File: src/ip6cs_pkg.sv
// ----------------------------------------------------------------------------
// IPv6 L4 checksum checker package
// Transaction types, protocol constants and ones-complement helpers.
// ----------------------------------------------------------------------------
package ip6cs_pkg;

  localparam logic [7:0]  PROTO_UDP   = 8'h11;
  localparam logic [7:0]  PROTO_ICMP6 = 8'h3a;
  localparam logic [15:0] ALL_ONES    = 16'hffff;
  localparam logic [16:0] POS_MAX     = 17'h1ffff;

  // Byte positions within the packet
  localparam int HDR_LEN        = 40;
  localparam int POS_PLEN_HI    = 4;
  localparam int POS_PLEN_LO    = 5;
  localparam int POS_NEXT_HDR   = 6;
  localparam int POS_ADDR_START = 8;
  localparam int POS_ICMP_CS_HI = 42;
  localparam int POS_ICMP_CS_LO = 43;
  localparam int POS_UDP_LEN_HI = 44;
  localparam int POS_UDP_LEN_LO = 45;
  localparam int POS_UDP_CS_HI  = 46;
  localparam int POS_UDP_CS_LO  = 47;
  localparam int UDP_MIN_LEN    = 8;
  localparam int ICMP_MIN_LEN   = 4;

  localparam int QUEUE_DEPTH_DEF = 2;

  localparam logic [2:0] ST_MATCH       = 3'd0;
  localparam logic [2:0] ST_MISMATCH    = 3'd1;
  localparam logic [2:0] ST_UNSUPPORTED = 3'd2;
  localparam logic [2:0] ST_TRUNCATED   = 3'd3;
  localparam logic [2:0] ST_SHORT_UDP   = 3'd4;

  localparam logic [1:0] KIND_UDP   = 2'd0;
  localparam logic [1:0] KIND_ICMP6 = 2'd1;
  localparam logic [1:0] KIND_OTHER = 2'd2;

  localparam logic [5:0] OFFSET_UDP   = 6'd46;
  localparam logic [5:0] OFFSET_ICMP6 = 6'd42;
  localparam logic [5:0] OFFSET_NONE  = 6'd0;

  typedef struct packed {
    logic [7:0] data_byte;
    logic       last_byte;
  } in_item_t;

  typedef struct packed {
    logic [15:0] computed_checksum;
    logic [15:0] stored_checksum;
    logic [2:0]  check_status;
    logic [1:0]  transport_kind;
    logic [5:0]  checksum_offset;
  } out_item_t;

  // Per-packet summary handed from the front to the back
  typedef struct packed {
    logic [1:0]  kind;
    logic [5:0]  offset;
    logic [2:0]  status;
    logic [15:0] sum;
    logic [15:0] pseudo_len;
    logic [15:0] stored;
  } summary_t;

  // Two 16-bit terms need a single end-around fold
  function automatic logic [15:0] oc_add(logic [15:0] a, logic [15:0] b);
    logic [16:0] s;
    s = {1'b0, a} + {1'b0, b};
    return s[15:0] + {15'b0, s[16]};
  endfunction

  function automatic logic [1:0] kind_of(logic [7:0] nh);
    logic [1:0] k;
    if (nh == PROTO_UDP) k = KIND_UDP;
    else if (nh == PROTO_ICMP6) k = KIND_ICMP6;
    else k = KIND_OTHER;
    return k;
  endfunction

  function automatic logic in_sum(logic [17:0] pos, logic [1:0] kind,
                                  logic [15:0] udp_len, logic [15:0] ip_len);
    logic [17:0] udp_end;
    logic [17:0] ip_end;
    logic        r;
    udp_end = 18'(HDR_LEN) + {2'b00, udp_len};
    ip_end  = 18'(HDR_LEN) + {2'b00, ip_len};
    if (pos < 18'(POS_ADDR_START)) r = 1'b0;
    else if (pos < 18'(HDR_LEN)) r = 1'b1;
    else if (kind == KIND_UDP) begin
      if (pos < 18'(POS_UDP_CS_HI)) r = 1'b1;
      else if (pos <= 18'(POS_UDP_CS_LO)) r = 1'b0;
      else r = (pos < udp_end);
    end else if (kind == KIND_ICMP6) begin
      if (pos == 18'(POS_ICMP_CS_HI) || pos == 18'(POS_ICMP_CS_LO)) r = 1'b0;
      else r = (pos < ip_end);
    end else r = 1'b0;
    return r;
  endfunction

endpackage

File: src/ip6cs_front.sv
// ----------------------------------------------------------------------------
// IPv6 L4 checksum checker front end
// Tracks byte position, captures header fields, accumulates the sum and
// classifies the packet into a summary at its last byte.
// ----------------------------------------------------------------------------
module ip6cs_front import ip6cs_pkg::*; (
  input  logic     clk,
  input  logic     rst,
  input  logic     accept,
  input  in_item_t item,
  output logic     q_push,
  output summary_t q_data
);

  logic [16:0] pos;
  logic [15:0] run_sum;
  logic [7:0]  held_hi;
  logic [7:0]  nh;
  logic [15:0] ipl;
  logic [15:0] udpl;
  logic [15:0] found;

  logic [16:0] pos_next;
  logic [15:0] run_sum_next;
  logic [7:0]  held_hi_next;
  logic [7:0]  nh_next;
  logic [15:0] ipl_next;
  logic [15:0] udpl_next;
  logic [15:0] found_next;

  logic [17:0] pos_ext;
  logic [17:0] pos_inc;
  logic [17:0] udp_end;
  logic [17:0] ip_end;
  logic [1:0]  kind;
  logic        cur_in;
  logic        nxt_in;
  logic        add_en;
  logic [15:0] addend;
  logic [7:0]  b;
  summary_t    rec;

  assign b       = item.data_byte;
  assign pos_ext = {1'b0, pos};
  assign pos_inc = pos_ext + 18'd1;

  always_comb begin
    ipl_next = ipl;
    if (pos == 17'(POS_PLEN_HI)) ipl_next[15:8] = b;
    if (pos == 17'(POS_PLEN_LO)) ipl_next[7:0] = b;
    nh_next = (pos == 17'(POS_NEXT_HDR)) ? b : nh;
    kind = (pos >= 17'(POS_NEXT_HDR)) ? kind_of(nh_next) : KIND_OTHER;

    udpl_next  = udpl;
    found_next = found;
    if (kind == KIND_UDP) begin
      if (pos == 17'(POS_UDP_LEN_HI)) udpl_next[15:8] = b;
      if (pos == 17'(POS_UDP_LEN_LO)) udpl_next[7:0] = b;
      if (pos == 17'(POS_UDP_CS_HI)) found_next[15:8] = b;
      if (pos == 17'(POS_UDP_CS_LO)) found_next[7:0] = b;
    end else if (kind == KIND_ICMP6) begin
      if (pos == 17'(POS_ICMP_CS_HI)) found_next[15:8] = b;
      if (pos == 17'(POS_ICMP_CS_LO)) found_next[7:0] = b;
    end

    cur_in = in_sum(pos_ext, kind, udpl_next, ipl_next);
    nxt_in = in_sum(pos_inc, kind, udpl_next, ipl_next);

    // Even byte is held as the high half; flush it alone if the word ends here
    held_hi_next = held_hi;
    add_en       = 1'b0;
    addend       = '0;
    if (cur_in) begin
      if (!pos[0]) begin
        held_hi_next = b;
        if (!nxt_in) begin
          add_en = 1'b1;
          addend = {b, 8'h00};
        end
      end else begin
        add_en = 1'b1;
        addend = {held_hi, b};
      end
    end
    run_sum_next = add_en ? oc_add(run_sum, addend) : run_sum;
    pos_next     = (pos < POS_MAX) ? pos + 17'd1 : pos;

    udp_end = 18'(HDR_LEN) + {2'b00, udpl_next};
    ip_end  = 18'(HDR_LEN) + {2'b00, ipl_next};

    rec            = '0;
    rec.kind       = kind;
    rec.sum        = run_sum_next;
    rec.stored     = found_next;
    if (pos < 17'(POS_NEXT_HDR)) begin
      rec.status = ST_TRUNCATED;
      rec.kind   = KIND_OTHER;
      rec.offset = OFFSET_NONE;
    end else if (kind == KIND_UDP) begin
      rec.offset     = OFFSET_UDP;
      rec.pseudo_len = udpl_next;
      if (pos_inc < 18'(POS_UDP_CS_HI)) rec.status = ST_TRUNCATED;
      else if (udpl_next < 16'(UDP_MIN_LEN)) rec.status = ST_SHORT_UDP;
      else if (pos_inc < udp_end) rec.status = ST_TRUNCATED;
      else rec.status = ST_MATCH;
    end else if (kind == KIND_ICMP6) begin
      rec.offset     = OFFSET_ICMP6;
      rec.pseudo_len = ipl_next;
      if (ipl_next < 16'(ICMP_MIN_LEN) || pos_inc < ip_end) rec.status = ST_TRUNCATED;
      else rec.status = ST_MATCH;
    end else begin
      rec.status = ST_UNSUPPORTED;
      rec.offset = OFFSET_NONE;
    end
  end

  assign q_push = accept && item.last_byte;
  assign q_data = rec;

  always_ff @(posedge clk) begin
    if (rst || (accept && item.last_byte)) begin
      pos     <= '0;
      run_sum <= '0;
      held_hi <= '0;
      nh      <= '0;
      ipl     <= '0;
      udpl    <= '0;
      found   <= '0;
    end else if (accept) begin
      pos     <= pos_next;
      run_sum <= run_sum_next;
      held_hi <= held_hi_next;
      nh      <= nh_next;
      ipl     <= ipl_next;
      udpl    <= udpl_next;
      found   <= found_next;
    end
  end

endmodule

File: src/ip6cs_queue.sv
// ----------------------------------------------------------------------------
// IPv6 L4 checksum checker summary queue
// Small register queue of packet summaries between front and back.
// ----------------------------------------------------------------------------
module ip6cs_queue import ip6cs_pkg::*; #(
  parameter int DEPTH = QUEUE_DEPTH_DEF
) (
  input  logic     clk,
  input  logic     rst,
  input  logic     wr_en,
  input  summary_t wr_data,
  input  logic     rd_en,
  output summary_t rd_data,
  output logic     full,
  output logic     empty
);

  localparam int PTR_W = (DEPTH > 1) ? $clog2(DEPTH) : 1;
  localparam int CNT_W = $clog2(DEPTH + 1);

  summary_t           slots [DEPTH];
  logic [PTR_W-1:0]   wr_ptr;
  logic [PTR_W-1:0]   rd_ptr;
  logic [CNT_W-1:0]   count;
  logic               do_wr;
  logic               do_rd;

  assign full    = (count == CNT_W'(DEPTH));
  assign empty   = (count == '0);
  assign do_wr   = wr_en && !full;
  assign do_rd   = rd_en && !empty;
  assign rd_data = slots[rd_ptr];

  always_ff @(posedge clk) begin
    if (do_wr) slots[wr_ptr] <= wr_data;
  end

  always_ff @(posedge clk) begin
    if (rst) begin
      wr_ptr <= '0;
      rd_ptr <= '0;
      count  <= '0;
    end else begin
      if (do_wr) wr_ptr <= (wr_ptr == PTR_W'(DEPTH - 1)) ? '0 : wr_ptr + PTR_W'(1);
      if (do_rd) rd_ptr <= (rd_ptr == PTR_W'(DEPTH - 1)) ? '0 : rd_ptr + PTR_W'(1);
      if (do_wr && !do_rd) count <= count + CNT_W'(1);
      else if (do_rd && !do_wr) count <= count - CNT_W'(1);
    end
  end

endmodule

File: src/ip6cs_back.sv
// ----------------------------------------------------------------------------
// IPv6 L4 checksum checker back end
// Adds the pseudo-header terms, applies the protocol zero rules, compares
// against the stored checksum and holds the result for the consumer.
// ----------------------------------------------------------------------------
module ip6cs_back import ip6cs_pkg::*; (
  input  logic      clk,
  input  logic      rst,
  input  logic      q_empty,
  input  summary_t  q_data,
  output logic      q_pop,
  input  logic      pop,
  output logic      empty,
  output out_item_t result
);

  logic        out_valid;
  logic [15:0] proto;
  logic [17:0] total;
  logic [16:0] fold1;
  logic [15:0] folded;
  logic [15:0] comp;
  logic [15:0] stored;
  out_item_t   res;

  // Load a new result when the slot is free or being emptied this cycle
  assign q_pop = !q_empty && (!out_valid || pop);
  assign empty = !out_valid;

  always_comb begin
    proto  = (q_data.kind == KIND_UDP) ? {8'h00, PROTO_UDP} : {8'h00, PROTO_ICMP6};
    total  = {2'b00, q_data.sum} + {2'b00, proto} + {2'b00, q_data.pseudo_len};
    fold1  = {1'b0, total[15:0]} + {15'b0, total[17:16]};
    folded = fold1[15:0] + {15'b0, fold1[16]};
    comp   = ~folded;
    stored = q_data.stored;
    if (q_data.kind == KIND_UDP) begin
      if (comp == '0) comp = ALL_ONES;
    end else begin
      if (comp == ALL_ONES) comp = '0;
      if (stored == ALL_ONES) stored = '0;
    end

    res.transport_kind  = q_data.kind;
    res.checksum_offset = q_data.offset;
    res.check_status    = q_data.status;
    if (q_data.status == ST_MATCH) begin
      res.computed_checksum = comp;
      res.stored_checksum   = stored;
      if (comp != stored) res.check_status = ST_MISMATCH;
    end else begin
      res.computed_checksum = '0;
      res.stored_checksum   = '0;
    end
  end

  always_ff @(posedge clk) begin
    if (rst) out_valid <= 1'b0;
    else if (q_pop) out_valid <= 1'b1;
    else if (pop) out_valid <= 1'b0;
  end

  always_ff @(posedge clk) begin
    if (q_pop) result <= res;
  end

endmodule

File: src/ipv6_l4_checksum_checker_core.sv
// ----------------------------------------------------------------------------
// IPv6 L4 checksum checker core
// Checks the UDP or ICMPv6 checksum of an IPv6 packet streamed bytewise.
// ----------------------------------------------------------------------------
// Input channel: one packet byte per transaction (push/full), starting at the
//   first byte of the IPv6 header; last_byte marks the final byte.
// Result channel (empty/pop): one result per packet, holding the computed
//   and stored checksums, status, transport kind and checksum offset.
// Throughput: one byte per cycle while full is low; the per-byte work is a single 16-bit
//   end-around add in the front end.
// Result path: the summary enters the queue at the edge that takes the last
//   byte, and moves into the back end result register once that register is
//   free or being popped.
// The summary queue holds QUEUE_DEPTH finished packets. If the consumer
//   stops popping, the result register and then the queue fill and full
//   rises; bytes are then held off until a result is popped.
// Reset clears position, sum and captured fields, empties the queue and
//   drops any waiting result.
// ----------------------------------------------------------------------------
module ipv6_l4_checksum_checker_core import ip6cs_pkg::*; #(
  parameter int QUEUE_DEPTH = QUEUE_DEPTH_DEF
) (
  input  logic      clk,
  input  logic      rst,
  input  logic      push,
  output logic      full,
  input  in_item_t  item,
  output logic      empty,
  input  logic      pop,
  output out_item_t result
);

  logic     accept;
  logic     q_push;
  logic     q_pop;
  logic     q_full;
  logic     q_empty;
  summary_t q_wr_data;
  summary_t q_rd_data;

  assign full   = q_full;
  assign accept = push && !q_full;

  ip6cs_front u_front (
    .clk    (clk),
    .rst    (rst),
    .accept (accept),
    .item   (item),
    .q_push (q_push),
    .q_data (q_wr_data)
  );

  ip6cs_queue #(
    .DEPTH (QUEUE_DEPTH)
  ) u_queue (
    .clk     (clk),
    .rst     (rst),
    .wr_en   (q_push),
    .wr_data (q_wr_data),
    .rd_en   (q_pop),
    .rd_data (q_rd_data),
    .full    (q_full),
    .empty   (q_empty)
  );

  ip6cs_back u_back (
    .clk     (clk),
    .rst     (rst),
    .q_empty (q_empty),
    .q_data  (q_rd_data),
    .q_pop   (q_pop),
    .pop     (pop),
    .empty   (empty),
    .result  (result)
  );

endmodule

File: config.mk
export PLATFORM = sky130hd
export DESIGN_NAME = ipv6_l4_checksum_checker_core
export DESIGN_NICKNAME = d
export VERILOG_FILES = /design/src/ip6cs_pkg.sv /design/src/ip6cs_front.sv /design/src/ip6cs_queue.sv /design/src/ip6cs_back.sv /design/src/ipv6_l4_checksum_checker_core.sv
export SDC_FILE = /design/constraint.sdc
export NUM_CORES = 1
export LEC_CHECK = 0
export BUFFER_PORTS_ARGS = -buffer_cell sky130_fd_sc_hd__buf_2
export CAP_MARGIN = 20
export CORE_UTILIZATION = 45
export CTS_BUF_LIST = sky130_fd_sc_hd__clkbuf_4 sky130_fd_sc_hd__clkbuf_8
export DETAILED_ROUTE_END_ITERATION = 10
export MAX_ROUTING_LAYER = met4
export PLACE_DENSITY = 0.66
export SLEW_MARGIN = 20
export SYNTH_ARGS = -nofsm -noshare
export SYNTH_HDL_FRONTEND = slang
export SYNTH_SLANG_ARGS = --single-unit
export TNS_END_PERCENT = 1
File: constraint.sdc
create_clock -name clk -period 33.7 [get_ports clk]
set_input_delay 6.74 -clock clk [delete_from_list [all_inputs] [get_ports clk]]
set_output_delay 6.74 -clock clk [all_outputs]
set_load 0.005 [all_outputs]
==> results.toml, run 1 <==
[run_status]
status = "finished, final reports clean"

[die]
start_util = 0.458
die_x_microns = 198
core.rowCount = 71
dieArea_sq_um = 39100
coreArea_sq_um = 37700
die_h_microns = 198
pin_count = 58

[yosys]
synth_flop_cell = "edfxtp_1"
synth-edff-count = 149
synth_top_area_share = 0.260
yosys_warnings = 0
async_flop_share = 0
syn_avg_cell_area_sq_um = 9.42
synth_area_leaders = "edfxtp_1, dfxtp_1, ha_1"
yosysSeqAreaShare = 0.379
synth_seq_cells = 252
synth_top_area_cell = "edfxtp_1"
syn_area_sq_um = 17200
synth_cell_types = 98
synthCells = 1830

[power_and_ir_drop]
fin_total_pwr_mw = 1.46
power_leakage_nw = 7.37
power-per-cell-area_nw_per_um2 = 77.4
ir_drop_mv = 0.0362

[drt]
wl_per_cell_microns = 20.1
drt-total-wl_microns = 48300
drt-vias-per-instance = 5.84
vias = 14000
route.detailed.drc = 0
drt-pass1-iter-count = 6
ant_nets = 0
first_iter_violations = 1157

[worst_setup_path]
r2r_setup_slack_ns = 21.34
worst_path_most_repeated_cell = "a21oi_1"
crit_slowest_cell = "o31ai_2"
path_max_fanout = 17
critical_path_class = "primary input to flop"
start_kind = "primary input"
crit_path_max_incr_delay_ns = 0.84
critical_path_arrival_ns = 16.13
end_kind = "flop"
cp.required_ns = 34.05

[clock_network]
ctsHoldBuffers = 0
clk_path_buf_depth = 3
cts_num_sinks = 252
cts_htree_levels = 2
cts_buffers = 44
clockRootBuffer = "clkbuf_8"
cts_setup_buffers = 0
cts_tree = "built"
clkTransAtPathRegs_ns = 0.06
post_cts_resized = 0
clk-insertion-delay-late_ns = 0.61

[grt]
antenna_found_initial = 0
grt_pass1_wl_microns = 75600
grt_pass1_vias = 13400
grt_max_degree = 81
grt_overflow = 0
grt.total_usage = 0.258

[timing]
drv_slew = 0
worstMarginPinSlew_ns = 1.01
period_minus_slack_ns = 15.78
fin_skew_ns = 0.0280
slew_headroom = 0.325
tns_ns = 0
fmax_ghz = 0.0634
rsz0062_at_grt = "no"
hold_viol_final = 0
finalCritPeriodShare = 0.468
finalSetupViolCount = 0

[job]
cap_violations = 0

[layout]
multiInputGateArea_sq_um = 10200
syn_to_final_growth_pct = 9.43
drive_gt1_frac = 0.135
layout_common_cells = "nor2_1, edfxtp_1, nand2_1"
final_common_cell = "nor2_1"
n_fill_cell = 3555
layout.nets = 1977
final_core_util = 0.501
register_area_sq_um = 6540
diodes = 0

[placed_design]
gp_congestion = 0.981
dp_hpwl_microns = 35700
io_buffers = 55

[worst_hold_path]
min_path_type = "flop to flop"
[state kept, by name, indices dropped and copies added, names as in the netlist, 2 cells and up, named ones only]
signal	count
u_front.ipl	16
u_front.held_hi	8
u_queue.slots	110
u_front.udpl	16
u_back.result	39
u_front.run_sum	16
u_front.pos	17
u_front.found	16
u_front.nh	8
u_queue.count	2
[where the power goes]
group	switching, mW	leakage, nW	internal (mW)
registers	0.0177	2.23	0.377
clock network	0.131	0.512	0.175
logic	0.487	4.63	0.271
[worst paths after layout]
| path | start | to | cells past startpoint |
|---|---|---|---|
| worst max-delay path | item[2] | u_queue.slots[1][47] | 44 |
| worst min-delay path | u_front.nh[6] | u_front.nh[6] | 2 |
| worst max register to register | flop | u_back.result[8] | 43 |
| worst min register to register | u_front.nh[6] | u_front.nh[6] | 2 |
[final cells by class]
class                      count  area share
clock inverter                16     0.00703
timing repair buffer          67      0.0194
inverter                      52      0.0103
sequential                   252       0.347
multi-input combinational   1437       0.538
clock buffer                  66      0.0445
tap                          511      0.0339
[critical path: cells and delay by family]
kind	cells	cell delay (ns)
muxes	2	0.52
xor gates and xnor gates	1	0.14
AOI/OAI and AO/OA	21	4.31
and+or+nand+nor	13	2.50
adders and majority gates	5	1.47
buffers and inverters	2	0.39
[cells in the mapped netlist, drive strengths merged (12+ instances only)]
| library cell | number |
|---|---|
| o211ai | 16 |
| nor4 | 32 |
| nor2 | 226 |
| a21oi | 104 |
| nand4 | 28 |
| or3 | 14 |
| xnor2 | 75 |
| nor3 | 56 |
| ha | 106 |
| dfxtp | 103 |
| nand2 | 136 |
| o21ai | 62 |
| xor2 | 64 |
| clkbuf | 70 |
| and3 | 21 |
| a22oi | 12 |
| a211oi | 43 |
| mux2 | 67 |
| edfxtp | 149 |
| nor2b | 26 |
| nand2b | 16 |
| inv | 51 |
| buf | 20 |
| nand3 | 45 |
| and2 | 14 |
| o21bai | 12 |
| a21o | 26 |
| mux2i | 76 |
[cells by family after synthesis]
family,after synthesis,share of synthesized area
simple gates,661,0.192
compound gates,377,0.150
flops,252,0.379
mux,143,0.0879
buf+inv,142,0.0332
xor+xnor,140,0.0732
fa+ha+maj,114,0.0839
other cells,1,0.000218
[routing by layer]
metal  up-vias  wire length, microns  track usage
met5         -                     0            -
met4         0                  1220       0.0775
met3        87                  3340       0.0516
met2       482                 21500        0.388
met1      6661                 22300        0.349
li1       6801                     -            -
[stage by stage]
step	setup slack [ns]	hold WS [ns]	instances	instance area [sq um]
floorplan	18.84	0.427	1831	17200
global placement	17.70	0.443	2318	17900
detailed placement	17.35	0.454	2318	17900
CTS	17.99	0.463	2400	18900
global route	16.99	0.469	2401	18900
finish	17.92	0.459	2401	18900
Note: power is estimated with default switching activity, not from simulation.
==> run 2: changes to the inputs <==
ABC_AREA = 1   (was unset)
PLACE_DENSITY = 0.68   (was 0.66)
clock period = 12.7 ns   (was 33.7 ns; I/O delays follow)
==> run 2 against run 1 <==
- final area is 2.5% higher
- clock skew is 0.020 ns higher
- total power grew to 3.2 times the previous value
- critical path depth grew 9
- synthesized cell count up 30%
- largest power group unchanged
- worst setup slack worse by 16 ns
- non-clock buffer count grew 4
- wire length grew 5.9%
- sequential power rose to 2.9 times the previous value
==> results.toml, run 2 <==
[grt]
grt.total_usage = 0.263
grt_pass1_wl_microns = 81000
grt_overflow = 0
grt_max_degree = 86
grt_pass1_vias = 15000
antenna_found_initial = 1

[worst_setup_path]
cp.required_ns = 13.05
crit_path_max_incr_delay_ns = 0.76
critical_path_class = "primary input to flop"
crit_slowest_cell = "o21ai_0"
r2r_setup_slack_ns = 2.07
path_max_fanout = 19
worst_path_most_repeated_cell = "nand2_1"
end_kind = "flop"
start_kind = "primary input"
critical_path_arrival_ns = 11.24

[yosys]
synth_flop_cell = "edfxtp_1"
synthCells = 2373
yosysMostFrequentCell = "nand2_1"
synth_seq_cells = 252
syn_avg_cell_area_sq_um = 7.50
synth_cell_types = 65
async_flop_share = 0
synth_area_leaders = "edfxtp_1, nand2_1, dfxtp_1"
yosysSeqAreaShare = 0.367
synth-edff-count = 149
netlist_top_cells_count = "nand2_1, inv_1, nor2_1"
yosys_warnings = 0
synth_top_area_cell = "edfxtp_1"
syn_area_sq_um = 17800
synth_top_area_share = 0.252

[drt]
first_iter_violations = 1060
drt-vias-per-instance = 5.39
drt-pass1-iter-count = 5
ant_nets = 0
drt-total-wl_microns = 51200
wl_per_cell_microns = 17.3
vias = 15900
route.detailed.drc = 0

[power_and_ir_drop]
fin_total_pwr_mw = 4.73
ir_drop_mv = 0.107
power_leakage_nw = 9.03
power-per-cell-area_nw_per_um2 = 245

[die]
pin_count = 58
die_x_microns = 201
dieArea_sq_um = 40300
core.rowCount = 72
start_util = 0.458
die_h_microns = 201
coreArea_sq_um = 38800

[timing]
worstMarginPinSlew_ns = 1.07
slew_headroom = 0.285
tns_ns = 0
fmax_ghz = 0.0919
hold_viol_final = 0
fin_skew_ns = 0.0481
period_minus_slack_ns = 10.88
drv_slew = 0
finalCritPeriodShare = 0.857
finalSetupViolCount = 0
rsz0062_at_grt = "no"

[placed_design]
io_buffers = 55
gp_congestion = 0.979
dp_hpwl_microns = 38800

[clock_network]
cts_buffers = 44
cts_setup_buffers = 0
clk_path_buf_depth = 3
clkTransAtPathRegs_ns = 0.06
clk-insertion-delay-late_ns = 0.62
clockRootBuffer = "clkbuf_8"
cts_tree = "built"
cts_num_sinks = 252
ctsHoldBuffers = 0
post_cts_resized = 0
cts_htree_levels = 2

[layout]
layout_common_cells = "nand2_1, inv_1, nor2_1"
largestRegisters = "u_queue.slots (110), u_back.result (39), u_front.pos (17)"
syn_to_final_growth_pct = 8.72
layout.nets = 2530
final_common_cell = "nand2_1"
largest_reg_flops = 110
drive_gt1_frac = 0.110
top_register = "u_queue.slots"

[job]
cap_violations = 0

[worst_hold_path]
min_path_type = "flop to flop"

[run_status]
status = "finished, final reports clean"
-- run 2: worst paths after layout --
kind | startpoint | endpoint | cells past startpoint
worst max-delay path | item[4] | u_queue.slots[1][46] | 53
worst min-delay path | u_queue.rd_ptr | u_queue.rd_ptr | 1
worst max register to register | u_front.pos[0] | u_queue.slots[1][46] | 55
worst min register to register | u_queue.rd_ptr | u_queue.rd_ptr | 1
-- run 2: logic make-up (layout without fill, tap and decap cells) --
kind of cell,Yosys count,after routing,synth area share
and+or+nand+nor,1116,1116,0.290
AOI/OAI and AO/OA,408,408,0.125
buffers and inverters,394,460,0.0912
DFF,252,252,0.367
adders and majority gates,111,111,0.0797
xor gates and xnor gates,78,78,0.0388
muxes,13,13,0.00731
other,1,3,0.000211
-- run 2: layout make-up --
cell class	count	area, sq um
antenna	1	2.50
clock buffer	66	802
clock inverter	13	123
fill	3802	19500
inverter	310	1160
multi-input combinational	1728	9660
sequential	252	6540
tap	518	648
timing repair buffer	71	399
-- run 2: stage by stage --
step / utilization / cell area, sq um / worst slack [ns] / hold slack [ns] / instances
global placement: 0.474 / 18400 / 1.51 / 0.437 / 2878
CTS: 0.498 / 19300 / 2.02 / 0.453 / 2958
global route: 0.498 / 19300 / 0.802 / 0.480 / 2959
detailed placement: 0.474 / 18400 / 1.36 / 0.443 / 2879
finish: 0.498 / 19300 / 1.82 / 0.455 / 2959
floorplan: - / 17800 / 3.22 / 0.425 / 2374
-- run 2: power by group --
part / internal, mW / switching (mW)
Sequential: 1.05 / 0.100
Combinational: 0.874 / 1.92
Clock: 0.446 / 0.345
Total: 2.37 / 2.36
-- run 2: critical path, delay by kind of cell --
family | cells | cell delay, ns
and+or+nand+nor | 29 | 3.94
AOI/OAI and AO/OA | 11 | 2.70
adders and majority gates | 5 | 1.13
buffers and inverters | 7 | 0.74
xor gates and xnor gates | 1 | 0.13
-- run 2: layer usage --
metal | wire length, microns | vias to the layer above | global-route usage
li1 | - | 7939 | -
met1 | 22600 | 7358 | 0.336
met2 | 23200 | 531 | 0.419
met3 | 3300 | 115 | 0.0378
met4 | 1980 | 0 | 0.106
met5 | 0 | - | -
==> run 3: changes to the inputs <==
CTS_BUF_LIST = unset   (was sky130_fd_sc_hd__clkbuf_4 sky130_fd_sc_hd__clkbuf_8)
RECOVER_POWER = 50   (was unset)
==> run 3 against run 2 <==
- the flow now finishes with violations (capacitance limit, slew limit)
- sequential power about the same
- die area stayed put
- wire length grew 0.24%
- global-route usage decreased by 0.074 points
- clock skew shrank 0.026 ns
- cell count decreased by 0.84%
- critical path depth increased by 5
- register-to-register slack worse by 0.33 ns
- largest power group unchanged
==> results.toml, run 3 (synthesis results as in run 2) <==
[power_and_ir_drop]
p_switching_mw = 2.38
switching_share = 0.498
seqPwrFrac = 0.242
power-per-cell-area_nw_per_um2 = 248
fin_total_pwr_mw = 4.78
power_leakage_nw = 8.92
power_frac_comb = 0.584
power.internal_mw = 2.40
ir_drop_mv = 0.116
power.share.clock = 0.174

[drt]
first_iter_violations = 1167
drt-total-wl_microns = 51300
ant_nets = 0
drt-pass1-iter-count = 5
route.detailed.drc = 0
vias = 15900
wl_per_cell_microns = 17.5
drt-vias-per-instance = 5.41

[clock_network]
clkTransAtPathRegs_ns = 0.06
clk-insertion-delay-late_ns = 0.59
ctsHoldBuffers = 0
cts_tree = "built"
cts_setup_buffers = 0
post_cts_resized = 0
cts_buffers = 28
clockRootBuffer = "clkbuf_16"
clk_path_buf_depth = 3
cts_num_sinks = 252
cts_htree_levels = 1

[timing]
period_minus_slack_ns = 10.96
hold_viol_final = 0
fin_skew_ns = 0.0226
tns_ns = 0
finalSetupViolCount = 0
rsz0062_at_grt = "no"
slew_headroom = -1.08
fmax_ghz = 0.0912
worstMarginPinSlew_ns = 3.12
fin_hold_ws_ns = 0.456
finalCritPeriodShare = 0.863
final.setup.worst_slack_ns = 1.74
drv_slew = 279

[run_status]
violations = "capacitance limit, slew limit"
status = "complete, but fails checks"

[grt]
grt_pass1_wl_microns = 81300
top_usage_layer = "met2"
grt_pass1_vias = 14900
grt_max_degree = 86
use_met1 = 0.335
grt.total_usage = 0.262
grt_overflow = 0
met2_usage = 0.426
grt_use_met3 = 0.0359
antenna_found_initial = 2

[worst_setup_path]
critical_path_arrival_ns = 11.30
worst_path_most_repeated_cell = "nand2_1"
start_kind = "flop"
path_max_fanout = 42
crit_path_max_incr_delay_ns = 1.31
critical_path_class = "flop to flop"
crit_slowest_cell = "clkbuf_1"
cp.required_ns = 13.04
end_kind = "flop"

[layout]
drive_gt1_frac = 0.0887
largestRegisters = "u_queue.slots (110), u_back.result (39), u_front.pos (17)"
top_register = "u_queue.slots"
syn_to_final_growth_pct = 8.47
fin_cells = 2934
largest_reg_flops = 110
layout.nets = 2514
layout_common_cells = "nand2_1, inv_1, nor2_1"
n_fill_cell = 3790
fin_area_sq_um = 19300
final_common_cell = "nand2_1"
register_area_sq_um = 6540
multiInputGateArea_sq_um = 9660
final_core_util = 0.497

[die]
coreArea_sq_um = 38800
die_h_microns = 201
pin_count = 58
start_util = 0.458
dieArea_sq_um = 40300
core.rowCount = 72
die_x_microns = 201

[job]
cap_violations = 6

[placed_design]
io_buffers = 55
gp_congestion = 0.979
dp.cells = 2879
dpl_worst_slack_ns = 1.36
dp_hpwl_microns = 38800
place_area_sq_um = 18400

[worst_hold_path]
min_path_type = "flop to flop"
==> run 3: cell count changes in the layout (fill, tap and decap cells not counted), moves of 6 or more <==
cell and delta:
clkbuf_1 +26, clkbuf_16 +28, buf_4 -6, clkbuf_4 -17, buf_2 -13, clkbuf_8 -49
==> run 3: cell type report <==
class / count / area share
tap: 518 / 0.0336
clock buffer: 35 / 0.0377
clock inverter: 17 / 0.0104
inverter: 310 / 0.0604
antenna: 3 / 0.000389
sequential: 252 / 0.339
timing repair buffer: 71 / 0.0184
multi-input combinational: 1728 / 0.500
==> run 3: power groups by stage <==
stage	Sequential (mW)	Combinational [mW]	Clock [mW]
after global routing	1.18	3.17	0.874
after floorplan	1.14	2.10	0
final	1.16	2.79	0.830
after detailed placement	1.17	2.78	0
after CTS	1.15	2.79	0.843
after global placement	1.16	2.74	0
==> run 3: critical path, delay by kind of cell, from the launching register on <==
kind | cells | cell delay (ns)
and+or+nand+nor | 40 | 5.75
adders and majority gates | 7 | 1.55
DFF | 1 | 0.66
AOI/OAI and AO/OA | 4 | 0.59
buffers and inverters | 5 | 1.77
xor gates and xnor gates | 2 | 0.34
==> run 3: final timing paths <==
check / depth (start not counted) / end / startpoint / slack (ns)
hold reg to reg: 1 / u_queue.rd_ptr / u_queue.rd_ptr / 0.46
setup / recovery: 58 / u_back.result[8] / flop / 1.74
hold / removal: 1 / u_queue.rd_ptr / u_queue.rd_ptr / 0.46
setup reg to reg: 58 / u_back.result[8] / flop / 1.74
==> run 3: layer usage <==
metal,share of wire,up-vias
li1,-,7910
met1,0.44,7354
met2,0.47,516
met3,0.064,94
met4,0.032,0
met5,0,-
